## src/rtl/rntd_pkg.sv

```systemverilog
// rntd_pkg: letter codes, item struct and numeral lookup functions
// shared by the roman numeral token decoder; no dependencies
package rntd_pkg;

   localparam int CHAR_WIDTH  = 8;
   localparam int VALUE_WIDTH = 24;
   localparam int ADD_WIDTH   = 11;   // largest single step adds 1000 + 1000
   localparam int NORMAL_MAX  = 3999;

   typedef enum logic [2:0] {
      LETTER_NONE = 3'd0,
      LETTER_I    = 3'd1,
      LETTER_V    = 3'd2,
      LETTER_X    = 3'd3,
      LETTER_L    = 3'd4,
      LETTER_C    = 3'd5,
      LETTER_D    = 3'd6,
      LETTER_M    = 3'd7
   } letter_type;

   typedef struct packed {
      letter_type letter;
      logic       last;
   } item_type;

   // either case maps to the same letter, everything else is a separator
   function automatic letter_type letter_code(input logic [CHAR_WIDTH-1:0] ch);
      letter_type code;
      case (ch)
         "I", "i": code = LETTER_I;
         "V", "v": code = LETTER_V;
         "X", "x": code = LETTER_X;
         "L", "l": code = LETTER_L;
         "C", "c": code = LETTER_C;
         "D", "d": code = LETTER_D;
         "M", "m": code = LETTER_M;
         default:  code = LETTER_NONE;
      endcase
      return code;
   endfunction

   function automatic logic [ADD_WIDTH-1:0] letter_value(input letter_type l);
      logic [ADD_WIDTH-1:0] v;
      case (l)
         LETTER_I: v = ADD_WIDTH'(1);
         LETTER_V: v = ADD_WIDTH'(5);
         LETTER_X: v = ADD_WIDTH'(10);
         LETTER_L: v = ADD_WIDTH'(50);
         LETTER_C: v = ADD_WIDTH'(100);
         LETTER_D: v = ADD_WIDTH'(500);
         LETTER_M: v = ADD_WIDTH'(1000);
         default:  v = '0;
      endcase
      return v;
   endfunction

   // subtractive pair value, zero when the two letters form no pair
   function automatic logic [ADD_WIDTH-1:0] pair_value(input letter_type held,
                                                       input letter_type next);
      logic [ADD_WIDTH-1:0] v;
      v = '0;
      if (held == LETTER_C && next == LETTER_M) v = ADD_WIDTH'(900);
      if (held == LETTER_C && next == LETTER_D) v = ADD_WIDTH'(400);
      if (held == LETTER_X && next == LETTER_C) v = ADD_WIDTH'(90);
      if (held == LETTER_X && next == LETTER_L) v = ADD_WIDTH'(40);
      if (held == LETTER_I && next == LETTER_X) v = ADD_WIDTH'(9);
      if (held == LETTER_I && next == LETTER_V) v = ADD_WIDTH'(4);
      return v;
   endfunction

endpackage

```

## src/rtl/rntd_char_stage.sv

```systemverilog
// rntd_char_stage: input register, classifies each character into a letter code
// depends on rntd_pkg
module rntd_char_stage (
   input  logic                          clock,
   input  logic                          reset,
   input  logic                          req_tvalid,
   output logic                          req_tready,
   input  logic [rntd_pkg::CHAR_WIDTH-1:0] req_tdata,
   input  logic                          req_tlast,
   output logic                          item_valid,
   output rntd_pkg::item_type            item,
   input  logic                          item_take
);
   import rntd_pkg::*;

   logic     valid_ff, valid_in;
   item_type item_ff, item_in;

   assign req_tready = !valid_ff || item_take;

   always_comb begin
      valid_in = valid_ff;
      item_in  = item_ff;
      if (req_tvalid && req_tready) begin
         valid_in       = 1'b1;
         item_in.letter = letter_code(req_tdata);
         item_in.last   = req_tlast;
      end else if (item_take) begin
         valid_in = 1'b0;
      end
   end

   always_ff @(posedge clock) begin
      if (reset) begin
         valid_ff <= 1'b0;
      end else begin
         valid_ff <= valid_in;
      end
      item_ff <= item_in;
   end

   assign item_valid = valid_ff;
   assign item       = item_ff;
endmodule

```

## src/rtl/rntd_accum.sv

```systemverilog
// rntd_accum: held letter, running total and stop flag, one step per item,
// result register on the last character; depends on rntd_pkg
module rntd_accum #(
   parameter int TOTAL_WIDTH = 24
) (
   input  logic                           clock,
   input  logic                           reset,
   input  logic                           plus_mode,
   input  logic                           item_valid,
   input  rntd_pkg::item_type             item,
   output logic                           item_take,
   output logic                           rsp_tvalid,
   input  logic                           rsp_tready,
   output logic [rntd_pkg::VALUE_WIDTH-1:0] rsp_tdata
);
   import rntd_pkg::*;

   localparam logic [TOTAL_WIDTH-1:0] TotalMax   = '1;
   localparam logic [TOTAL_WIDTH-1:0] NormalTop  = TOTAL_WIDTH'(NORMAL_MAX);

   letter_type               held_ff, held_in, held_step;
   logic [TOTAL_WIDTH-1:0]   total_ff, total_in, total_sat;
   logic [TOTAL_WIDTH:0]     total_sum;
   logic                     stopped_ff, stopped_in, stopped_step;
   logic                     rsp_valid_ff, rsp_valid_in;
   logic [VALUE_WIDTH-1:0]   rsp_data_ff, rsp_data_in;
   logic [ADD_WIDTH-1:0]     add_step, add_last, pair;
   logic                     fire;

   // a last character waits only while an untaken result blocks the register
   assign item_take = item_valid && (!item.last || !rsp_valid_ff || rsp_tready);
   assign fire      = item_take;

   always_comb begin
      held_step    = held_ff;
      stopped_step = stopped_ff;
      add_step     = '0;
      pair         = pair_value(held_ff, item.letter);
      if (plus_mode || !stopped_ff) begin
         if (item.letter == LETTER_NONE) begin
            add_step  = letter_value(held_ff);
            held_step = LETTER_NONE;
            if (!plus_mode) begin
               stopped_step = 1'b1;
            end
         end else if (held_ff == LETTER_NONE) begin
            held_step = item.letter;
         end else if (pair != '0) begin
            add_step  = pair;
            held_step = LETTER_NONE;
         end else begin
            add_step  = letter_value(held_ff);
            held_step = item.letter;
         end
      end
      // on the last character the letter still held is flushed too
      add_last  = item.last ? letter_value(held_step) : '0;
      total_sum = {1'b0, total_ff} + (TOTAL_WIDTH+1)'(add_step)
                + (TOTAL_WIDTH+1)'(add_last);
      total_sat = total_sum[TOTAL_WIDTH] ? TotalMax : total_sum[TOTAL_WIDTH-1:0];
   end

   always_comb begin
      held_in      = held_ff;
      total_in     = total_ff;
      stopped_in   = stopped_ff;
      rsp_valid_in = rsp_valid_ff && !rsp_tready;
      rsp_data_in  = rsp_data_ff;
      if (fire) begin
         if (item.last) begin
            held_in      = LETTER_NONE;
            total_in     = '0;
            stopped_in   = 1'b0;
            rsp_valid_in = 1'b1;
            if (!plus_mode && (total_sat == '0 || total_sat > NormalTop)) begin
               rsp_data_in = '0;
            end else begin
               rsp_data_in = VALUE_WIDTH'(total_sat);
            end
         end else begin
            held_in    = held_step;
            total_in   = total_sat;
            stopped_in = stopped_step;
         end
      end
   end

   always_ff @(posedge clock) begin
      if (reset) begin
         held_ff      <= LETTER_NONE;
         total_ff     <= '0;
         stopped_ff   <= 1'b0;
         rsp_valid_ff <= 1'b0;
      end else begin
         held_ff      <= held_in;
         total_ff     <= total_in;
         stopped_ff   <= stopped_in;
         rsp_valid_ff <= rsp_valid_in;
      end
      rsp_data_ff <= rsp_data_in;
   end

   assign rsp_tvalid = rsp_valid_ff;
   assign rsp_tdata  = rsp_data_ff;
endmodule

```

## src/rtl/roman_numeral_token_decoder_top.sv

```systemverilog
// roman_numeral_token_decoder_top: one character per transaction in, the decoded
// total out on the last character, through the character register and then the
// result register; throughput: one character every cycle, save that a last
// character waits while an untaken result holds the result register. synchronous
// active-high reset clears the held letter, total, stop flag, plus mode and both
// valids; depends on rntd_pkg, rntd_char_stage and rntd_accum
module roman_numeral_token_decoder_top #(
   parameter int TOTAL_WIDTH = 24     // accumulator width, saturating, 12 to 32
) (
   input  logic                            clock,
   input  logic                            reset,
   // character stream
   input  logic                            req_tvalid,
   output logic                            req_tready,
   input  logic [7:0]                      req_tdata,   // [7:0] char_code
   input  logic                            req_tlast,   // last character of the token
   // decoded values
   output logic                            rsp_tvalid,
   input  logic                            rsp_tready,
   output logic [rntd_pkg::VALUE_WIDTH-1:0] rsp_tdata,  // [23:0] value
   // configuration: plus mode
   input  logic                            csr_valid,
   output logic                            csr_ready,
   input  logic                            csr_data
);
   import rntd_pkg::*;

   logic     plus_mode_ff, plus_mode_in;
   logic     item_valid;
   item_type item;
   logic     item_take;

   // the register is to change only while idle, a rule on the user that the block does not enforce; it is always ready
   assign csr_ready    = 1'b1;
   assign plus_mode_in = (csr_valid && csr_ready) ? csr_data : plus_mode_ff;

   always_ff @(posedge clock) begin
      if (reset) begin
         plus_mode_ff <= 1'b0;
      end else begin
         plus_mode_ff <= plus_mode_in;
      end
   end

   // stage one: register the character and classify it as a letter code
   rntd_char_stage u_char_stage (
      .clock      (clock),
      .reset      (reset),
      .req_tvalid (req_tvalid),
      .req_tready (req_tready),
      .req_tdata  (req_tdata),
      .req_tlast  (req_tlast),
      .item_valid (item_valid),
      .item       (item),
      .item_take  (item_take)
   );

   // stage two: greedy pair matching, saturating add, result register
   rntd_accum #(
      .TOTAL_WIDTH (TOTAL_WIDTH)
   ) u_accum (
      .clock      (clock),
      .reset      (reset),
      .plus_mode  (plus_mode_ff),
      .item_valid (item_valid),
      .item       (item),
      .item_take  (item_take),
      .rsp_tvalid (rsp_tvalid),
      .rsp_tready (rsp_tready),
      .rsp_tdata  (rsp_tdata)
   );
endmodule
```

## config.mk

```make
export PLATFORM = sky130hd
export DESIGN_NAME = roman_numeral_token_decoder_top
export DESIGN_NICKNAME = d
export VERILOG_FILES = /design/src/rtl/rntd_pkg.sv /design/src/rtl/rntd_char_stage.sv /design/src/rtl/rntd_accum.sv /design/src/rtl/roman_numeral_token_decoder_top.sv
export SDC_FILE = /design/constraint.sdc
export NUM_CORES = 1
export LEC_CHECK = 0
export BUFFER_PORTS_ARGS = -buffer_cell sky130_fd_sc_hd__buf_4
export CAP_MARGIN = 5
export CORE_MARGIN = 4
export CORE_UTILIZATION = 49
export DETAILED_ROUTE_END_ITERATION = 6
export GPL_TIMING_DRIVEN = 0
export PLACE_DENSITY = 0.7
export REMOVE_ABC_BUFFERS = 1
export SYNTH_ARGS = -nofsm -noshare
export SYNTH_HDL_FRONTEND = slang
export SYNTH_SLANG_ARGS = --single-unit
```

## constraint.sdc

```tcl
create_clock -name clock -period 4.9 [get_ports clock]
set_input_delay 0.49 -clock clock [delete_from_list [all_inputs] [get_ports clock]]
set_output_delay 0.49 -clock clock [all_outputs]
set_load 0.02 [all_outputs]
```

==> results.toml, run 1 <==
[outcome]
status = "finished, violations left"
violations = "negative setup slack"

[power]
power_w = 0.00117
pwr-share-clk_pct = 41.0
p_sw_share_pct = 25.7
ir_worst_vdd_mv = 0.176
sequentialPowerShare_pct = 45.8
cellPowerDensity_nw_per_um2 = 217
pwr-share-comb_pct = 13.2
switchingPower_w = 0.000300
cellInternalPower_w = 0.000868
p_leak_nw = 2.11

[worst_hold_path]
min_from = "req_tlast"
min_path_type = "primary input to flip-flop"

[critical_path]
critPathRequiredTime_ns = 5.08
worst_setup_path_start_kind = "flip-flop"
critPathKind = "flip-flop to flip-flop"
crit_fanout = 6
cp-startpoint = "u_char_stage.item[3]"
end_kind = "flip-flop"
worstPathArrival_ns = 5.15
r2r_start = "u_char_stage.item[3]"

[yosys]
ys_ff_latch = 59
synth_warnings = 0
synth.distinct_cells = 65
synth_top_area_share_pct = 20.0
synth_area_per_cell_um2 = 8.34
synth_cells = 504
synth_edf_count = 28
synth-async-reset-ratio_pct = 0
synthTopCellsByCount = "nor2_1, nand2_1, dfxtp_1, inv_1, edfxtp_1"
synth_top_area_cell = "edfxtp_1"
synth_seq_area_share_pct = 34.8
yosysMostFrequentCell = "nor2_1"
netlist_area_um2 = 4210
synth.area.top_cells = "edfxtp_1, dfxtp_1, nor2_1"
synth_top_flop_cell = "dfxtp_1"

[clock_tree]
cts_tree = "yes"
cts_sinks = 59
cts.reportedPaths.clkPinSlew_ns = 0.07
clock_path_buffers = 2
cts_htree_levels = 3
numCtsBuffers = 9
root_buffer = "clkbuf_8"
cts_hold_buf = 0
clk_latency_ns = 0.35

[drt]
num_vias = 4037
first_pass_iters = 5
postRouteAntennaNets = 0
route.detailed.drc = 0
drt-initial-drc-count = 307
wl_per_cell_um = 16.7
drt_wl_total_mm = 11.3
viasPerCell = 5.99

[timing]
fin_worst_skew_ns = 0.0165
slew_headroom_pct = 22.5
fin_crit_sh_pct = 102
hold_viol_final = 0
fmax_mhz = 201
tns_ns = -0.441
tightest_slew_ns = 1.16
finalMaxSlewViolations = 0
post-route-min-period_ns = 4.98
setup_violations = 12
finalWorstSetupSlack_ns = -0.0767
rsz0062_at_grt = "true"
hold_ws_ns = 0.326

[final_layout]
area_growth_pct = 28.3
drive_gt1_share_pct = 27.9
fin_nets = 600
diodes = 0
fin_area_um2 = 5400
fillers = 668

[global_route]
grt_max_degree = 32
antenna_found_initial = 0
grt-ovfl-total = 0
grt_pass1_wl_mm = 17.6
grt_pass1_vias = 3684
track_usage_pct = 21.9

[place]
gp_congestion = 0.891
dp_hpwl_mm = 7.21
portBuffers = 39
place_area_um2 = 4540

[floorplanning]
rows = 33
io_pins = 42
fp.dieArea_um2 = 10100
die_h_um = 101
core-area_um2 = 8300
start_util_pct = 50.7
dieWidth_um = 101

[flow_run]
cap_violations = 0
-- cells in the final DEF, fill, tap and decap left out, types with 4 or more instances in the layout --
master    instances
a211oi_1          8
a21o_1            4
a21oi_1          21
a22oi_1          23
a31oi_1           7
and2_1           11
and3_1           11
buf_4            67
buf_6             4
clkbuf_8         10
dfxtp_1          28
edfxtp_1         28
fa_1             10
ha_2              5
inv_1            26
mux2i_1           4
nand2_1          42
nand2_2           4
nand2b_1          6
nand3_1          21
nor2_1           61
nor2b_1           7
nor3_1           14
o211ai_1          5
o21a_1            6
o21ai_0          19
o21ai_1          10
xnor2_1           4
xor2_1            4
-- through the flow --
stage | worst slack (ns) | instances | util (%)
6_report | -0.0767 | 674 | 65.0
5_1_grt | -0.256 | 674 | 65.0
4_1_cts | -0.169 | 661 | 61.4
3_5_place_dp | -1.45 | 623 | 54.7
3_3_place_gp | -1.34 | 622 | 54.4
2_1_floorplan | -0.435 | 478 | -
-- state kept, by name, summed over array words and instances, names as in the netlist --
| name | count |
|---|---|
| u_accum.rsp_tvalid | 1 |
| u_accum.stopped_ff | 1 |
| u_char_stage.item_valid | 1 |
| u_char_stage.item | 4 |
| u_accum.held_ff | 3 |
| u_accum.total_ff | 24 |
| u_accum.rsp_tdata | 24 |
| plus_mode_ff | 1 |
-- worst paths after layout --
path | end | slack, ns | cells after the start
worst max-delay path | u_accum.rsp_tdata[0] | -0.08 | 19
worst min-delay path | u_char_stage.item[0] | 0.33 | 1
worst max register to register | u_accum.rsp_tdata[0] | -0.08 | 19
worst min register to register | u_accum.total_ff[1] | 0.47 | 2
-- worst max-delay path, cell delays in order, from the launching register on --
cell and delay (ns):
edfxtp_1 0.43, or3b_4 0.43, a21oi_4 0.18, o21ai_4 0.09, nand3_2 0.14, nand2_4 0.09, buf_4 0.16, nand2_2 0.11
nor2_2 0.08, fa_1 0.51, ha_2 0.31, and3_1 0.19, a221o_1 0.36, a32o_2 0.31, mux2_4 0.33, o21bai_4 0.19
nor4_4 0.25, buf_4 0.18, o2111ai_4 0.20, o31ai_2 0.26
-- timing repair --
action                     4_1_cts  5_1_grt
gates cloned                     1        0
setup endpoints to repair       38       15
pin swaps                       24       26
gates resized for setup         38       45
buffers inserted                21       14
-- metal layers --
layer | vias up | share of wire, % | track usage (%)
met1 | 1944 | 43 | 28.7
met2 | 130 | 50 | 36.8
met5 | - | 0 | 0
met4 | 0 | 1.8 | 6.84
li1 | 1944 | - | -
met3 | 19 | 4.7 | 4.01
-- area by class of cell --
type	count	area [µm²]	area share, %
multi-input cells	391	2860	53.1
repair buffers	74	603	11.2
well taps	105	131	2.44
clock buffers	12	166	3.08
inverters	29	113	2.09
flip-flops and latches	59	1470	27.2
clock inverters	4	47.5	0.881
-- power groups by stage --
stage | sequential [W] | combinational (W) | clock (W)
3_5_place_dp | 0.000546 | 0.000114 | 0
6_report | 0.000535 | 0.000155 | 0.000479
5_1_grt | 0.000536 | 0.000169 | 0.000510
2_1_floorplan | 0.000548 | 0.0000691 | 0
4_1_cts | 0.000534 | 0.000138 | 0.000488
3_3_place_gp | 0.000546 | 0.000110 | 0
-- cells by family (layout without fill, tap and decap cells) --
family                   after synthesis  in the layout  share of synthesized area (%)
AND/OR/NAND/NOR                      216            216                           25.3
AO/OA/AOI/OAI                        134            135                           22.1
flip-flops                            59             59                           34.8
buffers and inverters                 55            119                           5.24
adder cells (fa/ha/maj)               21             21                           8.21
multiplexers                          10             10                           2.62
XOR/XNOR                               8              8                           1.67
other                                  1              1                         0.0892
Note: power is estimated with default switching activity, not from simulation.
==> run 2, diff against run 1 <==
BUFFER_PORTS_ARGS = -buffer_cell sky130_fd_sc_hd__buf_2   (was -buffer_cell sky130_fd_sc_hd__buf_4)
MAX_ROUTING_LAYER = met4   (was unset)
clock period = 4 ns   (was 4.9 ns; I/O delays follow)
==> run 2 against run 1 <==
Net effect: the flow still finishes with violations (negative setup slack); core utilization increased by 5.1 points; largest cell class unchanged; critical path type unchanged; clock skew decreased by 0.0032 ns; sequential cell count unchanged; sequential power increased by 22%; hold slack got worse by 0.10 ns; die area unchanged; critical endpoint unchanged; clock power increased by 15%; combinational power increased by 28%.
==> results.toml, run 2 (synthesis results as in run 1) <==
[drt]
route.detailed.drc = 0
wl_per_cell_um = 18.6
drt_wl_total_mm = 13.1
drt-initial-drc-count = 394
viasPerCell = 6.22
postRouteAntennaNets = 0
num_vias = 4370
first_pass_iters = 5

[final_layout]
fillers = 583
drive_gt1_share_pct = 38.0
final_cell_mix = "nor2_1, buf_4, buf_2, nand2_1"
fin_nets = 629
fin_area_um2 = 5820
final_common_cell = "nor2_1"
diodes = 0
multi_input_area_um2 = 3110
fin_cells = 703
final_util_pct = 70.1
seqCellArea_um2 = 1470
area_growth_pct = 38.4

[critical_path]
rr_worst_depth = 21
end_kind = "flip-flop"
crit_path_frequent_cell = "buf_6"
crit_path_top_delay_cell = "fa_1"
r2r_start = "u_char_stage.item[3]"
worst_setup_path_start_kind = "flip-flop"
critPathRequiredTime_ns = 4.19
rrSetupSlack_ns = -1.08
crit_chain = "or3b_4 > a21oi_2 > o21ai_2 > nand3_2 > nand2_4 > buf_6 > buf_6 > mux2i_1 > nor2b_1 > fa_1 > inv_1 > fa_2 > nand2b_4 > a211oi_4 > o21ai_4 > a2111oi_4 > mux2_4 > nor4_4 > buf_4 > o2111ai_4 > o31ai_1"
crit_path_max_incr_delay_ns = 0.55
critPathKind = "flip-flop to flip-flop"
reg2reg_to = "u_accum.rsp_tdata[0]"
worstPathArrival_ns = 5.27
crit_fanout = 6

[outcome]
violations = "negative setup slack"
status = "finished, violations left"

[worst_hold_path]
min_from = "req_tlast"
min_path_type = "primary input to flip-flop"
whs_path_depth = 1
min_to = "u_char_stage.item[0]"

[place]
place_inst = 623
place_ws_ns = -2.32
gp_congestion = 0.954
place_area_um2 = 4440
dp_hpwl_mm = 7.08
portBuffers = 39

[timing]
setup_violations = 48
fmax_mhz = 197
finalWorstSetupSlack_ns = -1.08
fin_worst_skew_ns = 0.0132
slew_headroom_pct = 7.79
finalMaxSlewViolations = 0
post-route-min-period_ns = 5.08
tns_ns = -27.18
tightest_slew_ns = 1.38
fin_crit_sh_pct = 127
rsz0062_at_grt = "true"
hold_viol_final = 0

[global_route]
track_usage_pct = 24.0
antenna_found_initial = 0
grt_pass1_vias = 3874
grt_pass1_wl_mm = 18.7
grt_max_degree = 32
grt-ovfl-total = 0

[clock_tree]
cts.reportedPaths.clkPinSlew_ns = 0.07
numCtsBuffers = 9
cts_sinks = 59
root_buffer = "clkbuf_8"
clk_latency_ns = 0.36
cts_tree = "yes"
cts_htree_levels = 3
clock_path_buffers = 2

[power]
p_leak_nw = 2.27
cellPowerDensity_nw_per_um2 = 242
ir_worst_vdd_mv = 0.163

[floorplanning]
io_pins = 42
fp.dieArea_um2 = 10100
die_h_um = 101
start_util_pct = 50.7
dieWidth_um = 101
core-area_um2 = 8300
rows = 33

[flow_run]
cap_violations = 0
-- run 2: cell count changes in the layout (fill, tap and decap cells not counted), moves of 4 or more --
| cell | change |
|---|---|
| a22oi_1 | -13 |
| nand2_4 | +6 |
| buf_6 | +15 |
| nor2_4 | +4 |
| nor2_1 | -5 |
| buf_4 | -27 |
| o21ai_2 | +4 |
| buf_2 | +39 |
| a22oi_2 | +13 |
| nand2_1 | -5 |
-- run 2: how the worst max path moves through the flow --
stage / from / end / slack [ns]
after floorplan: u_char_stage.item[3] / u_accum.rsp_tdata[0] / -1.34
after global placement: plus_mode_ff / u_accum.rsp_tdata[0] / -2.22
after detailed placement: plus_mode_ff / u_accum.rsp_tdata[0] / -2.32
after CTS: u_char_stage.item[2] / u_accum.rsp_tdata[0] / -0.99
after global routing: plus_mode_ff / u_accum.rsp_tdata[0] / -1.31
final: u_char_stage.item[3] / u_accum.rsp_tdata[0] / -1.08
-- run 2: routing by layer --
metal	GRT usage (%)	wire length (µm)	up-vias
li1	-	-	1995
met3	4.22	1230	58
met1	31.2	5080	2056
met5	-	0	-
met4	8.70	482	0
met2	37.6	6300	261
-- run 2: repair_timing --
item,CTS,global route
buffers inserted,40,26
pin swaps,43,52
resized for setup,86,74
gates cloned,1,0
endpoints found under the setup margin,48,48
hold buffers,0,0
-- run 2: critical path: cells and delay by family (launching register included) --
kind	cells	cell delay (ns)
adders and majority gates	2	0.90
DFF	1	0.43
and+or+nand+nor	6	1.09
AOI/OAI and AO/OA	7	1.47
muxes	2	0.53
buffers and inverters	4	0.51
-- run 2: report_power, final --
group	switching, W	leakage, nW	internal (W)
Combinational	0.000117	1.64	0.0000816
Sequential	0.0000127	0.542	0.000641
Clock	0.000252	0.0930	0.000301
Total	0.000382	2.27	0.00102
-- run 2: stage by stage --
step	power, W	hold WS, ns
3_3_place_gp	0.000796	0.443
2_1_floorplan	0.000755	0.426
6_report	0.00141	0.222
4_1_cts	0.00138	0.223
3_5_place_dp	0.000801	0.451
5_1_grt	0.00145	0.227
-- run 2: area by class of cell --
type / instances / share of cell area, %
Tap cell: 105 / 2.26
Multi-Input combinational cell: 391 / 53.5
Clock inverter: 5 / 0.925
Timing Repair Buffer: 103 / 13.7
Sequential cell: 59 / 25.3
Inverter: 29 / 1.94
Clock buffer: 11 / 2.43
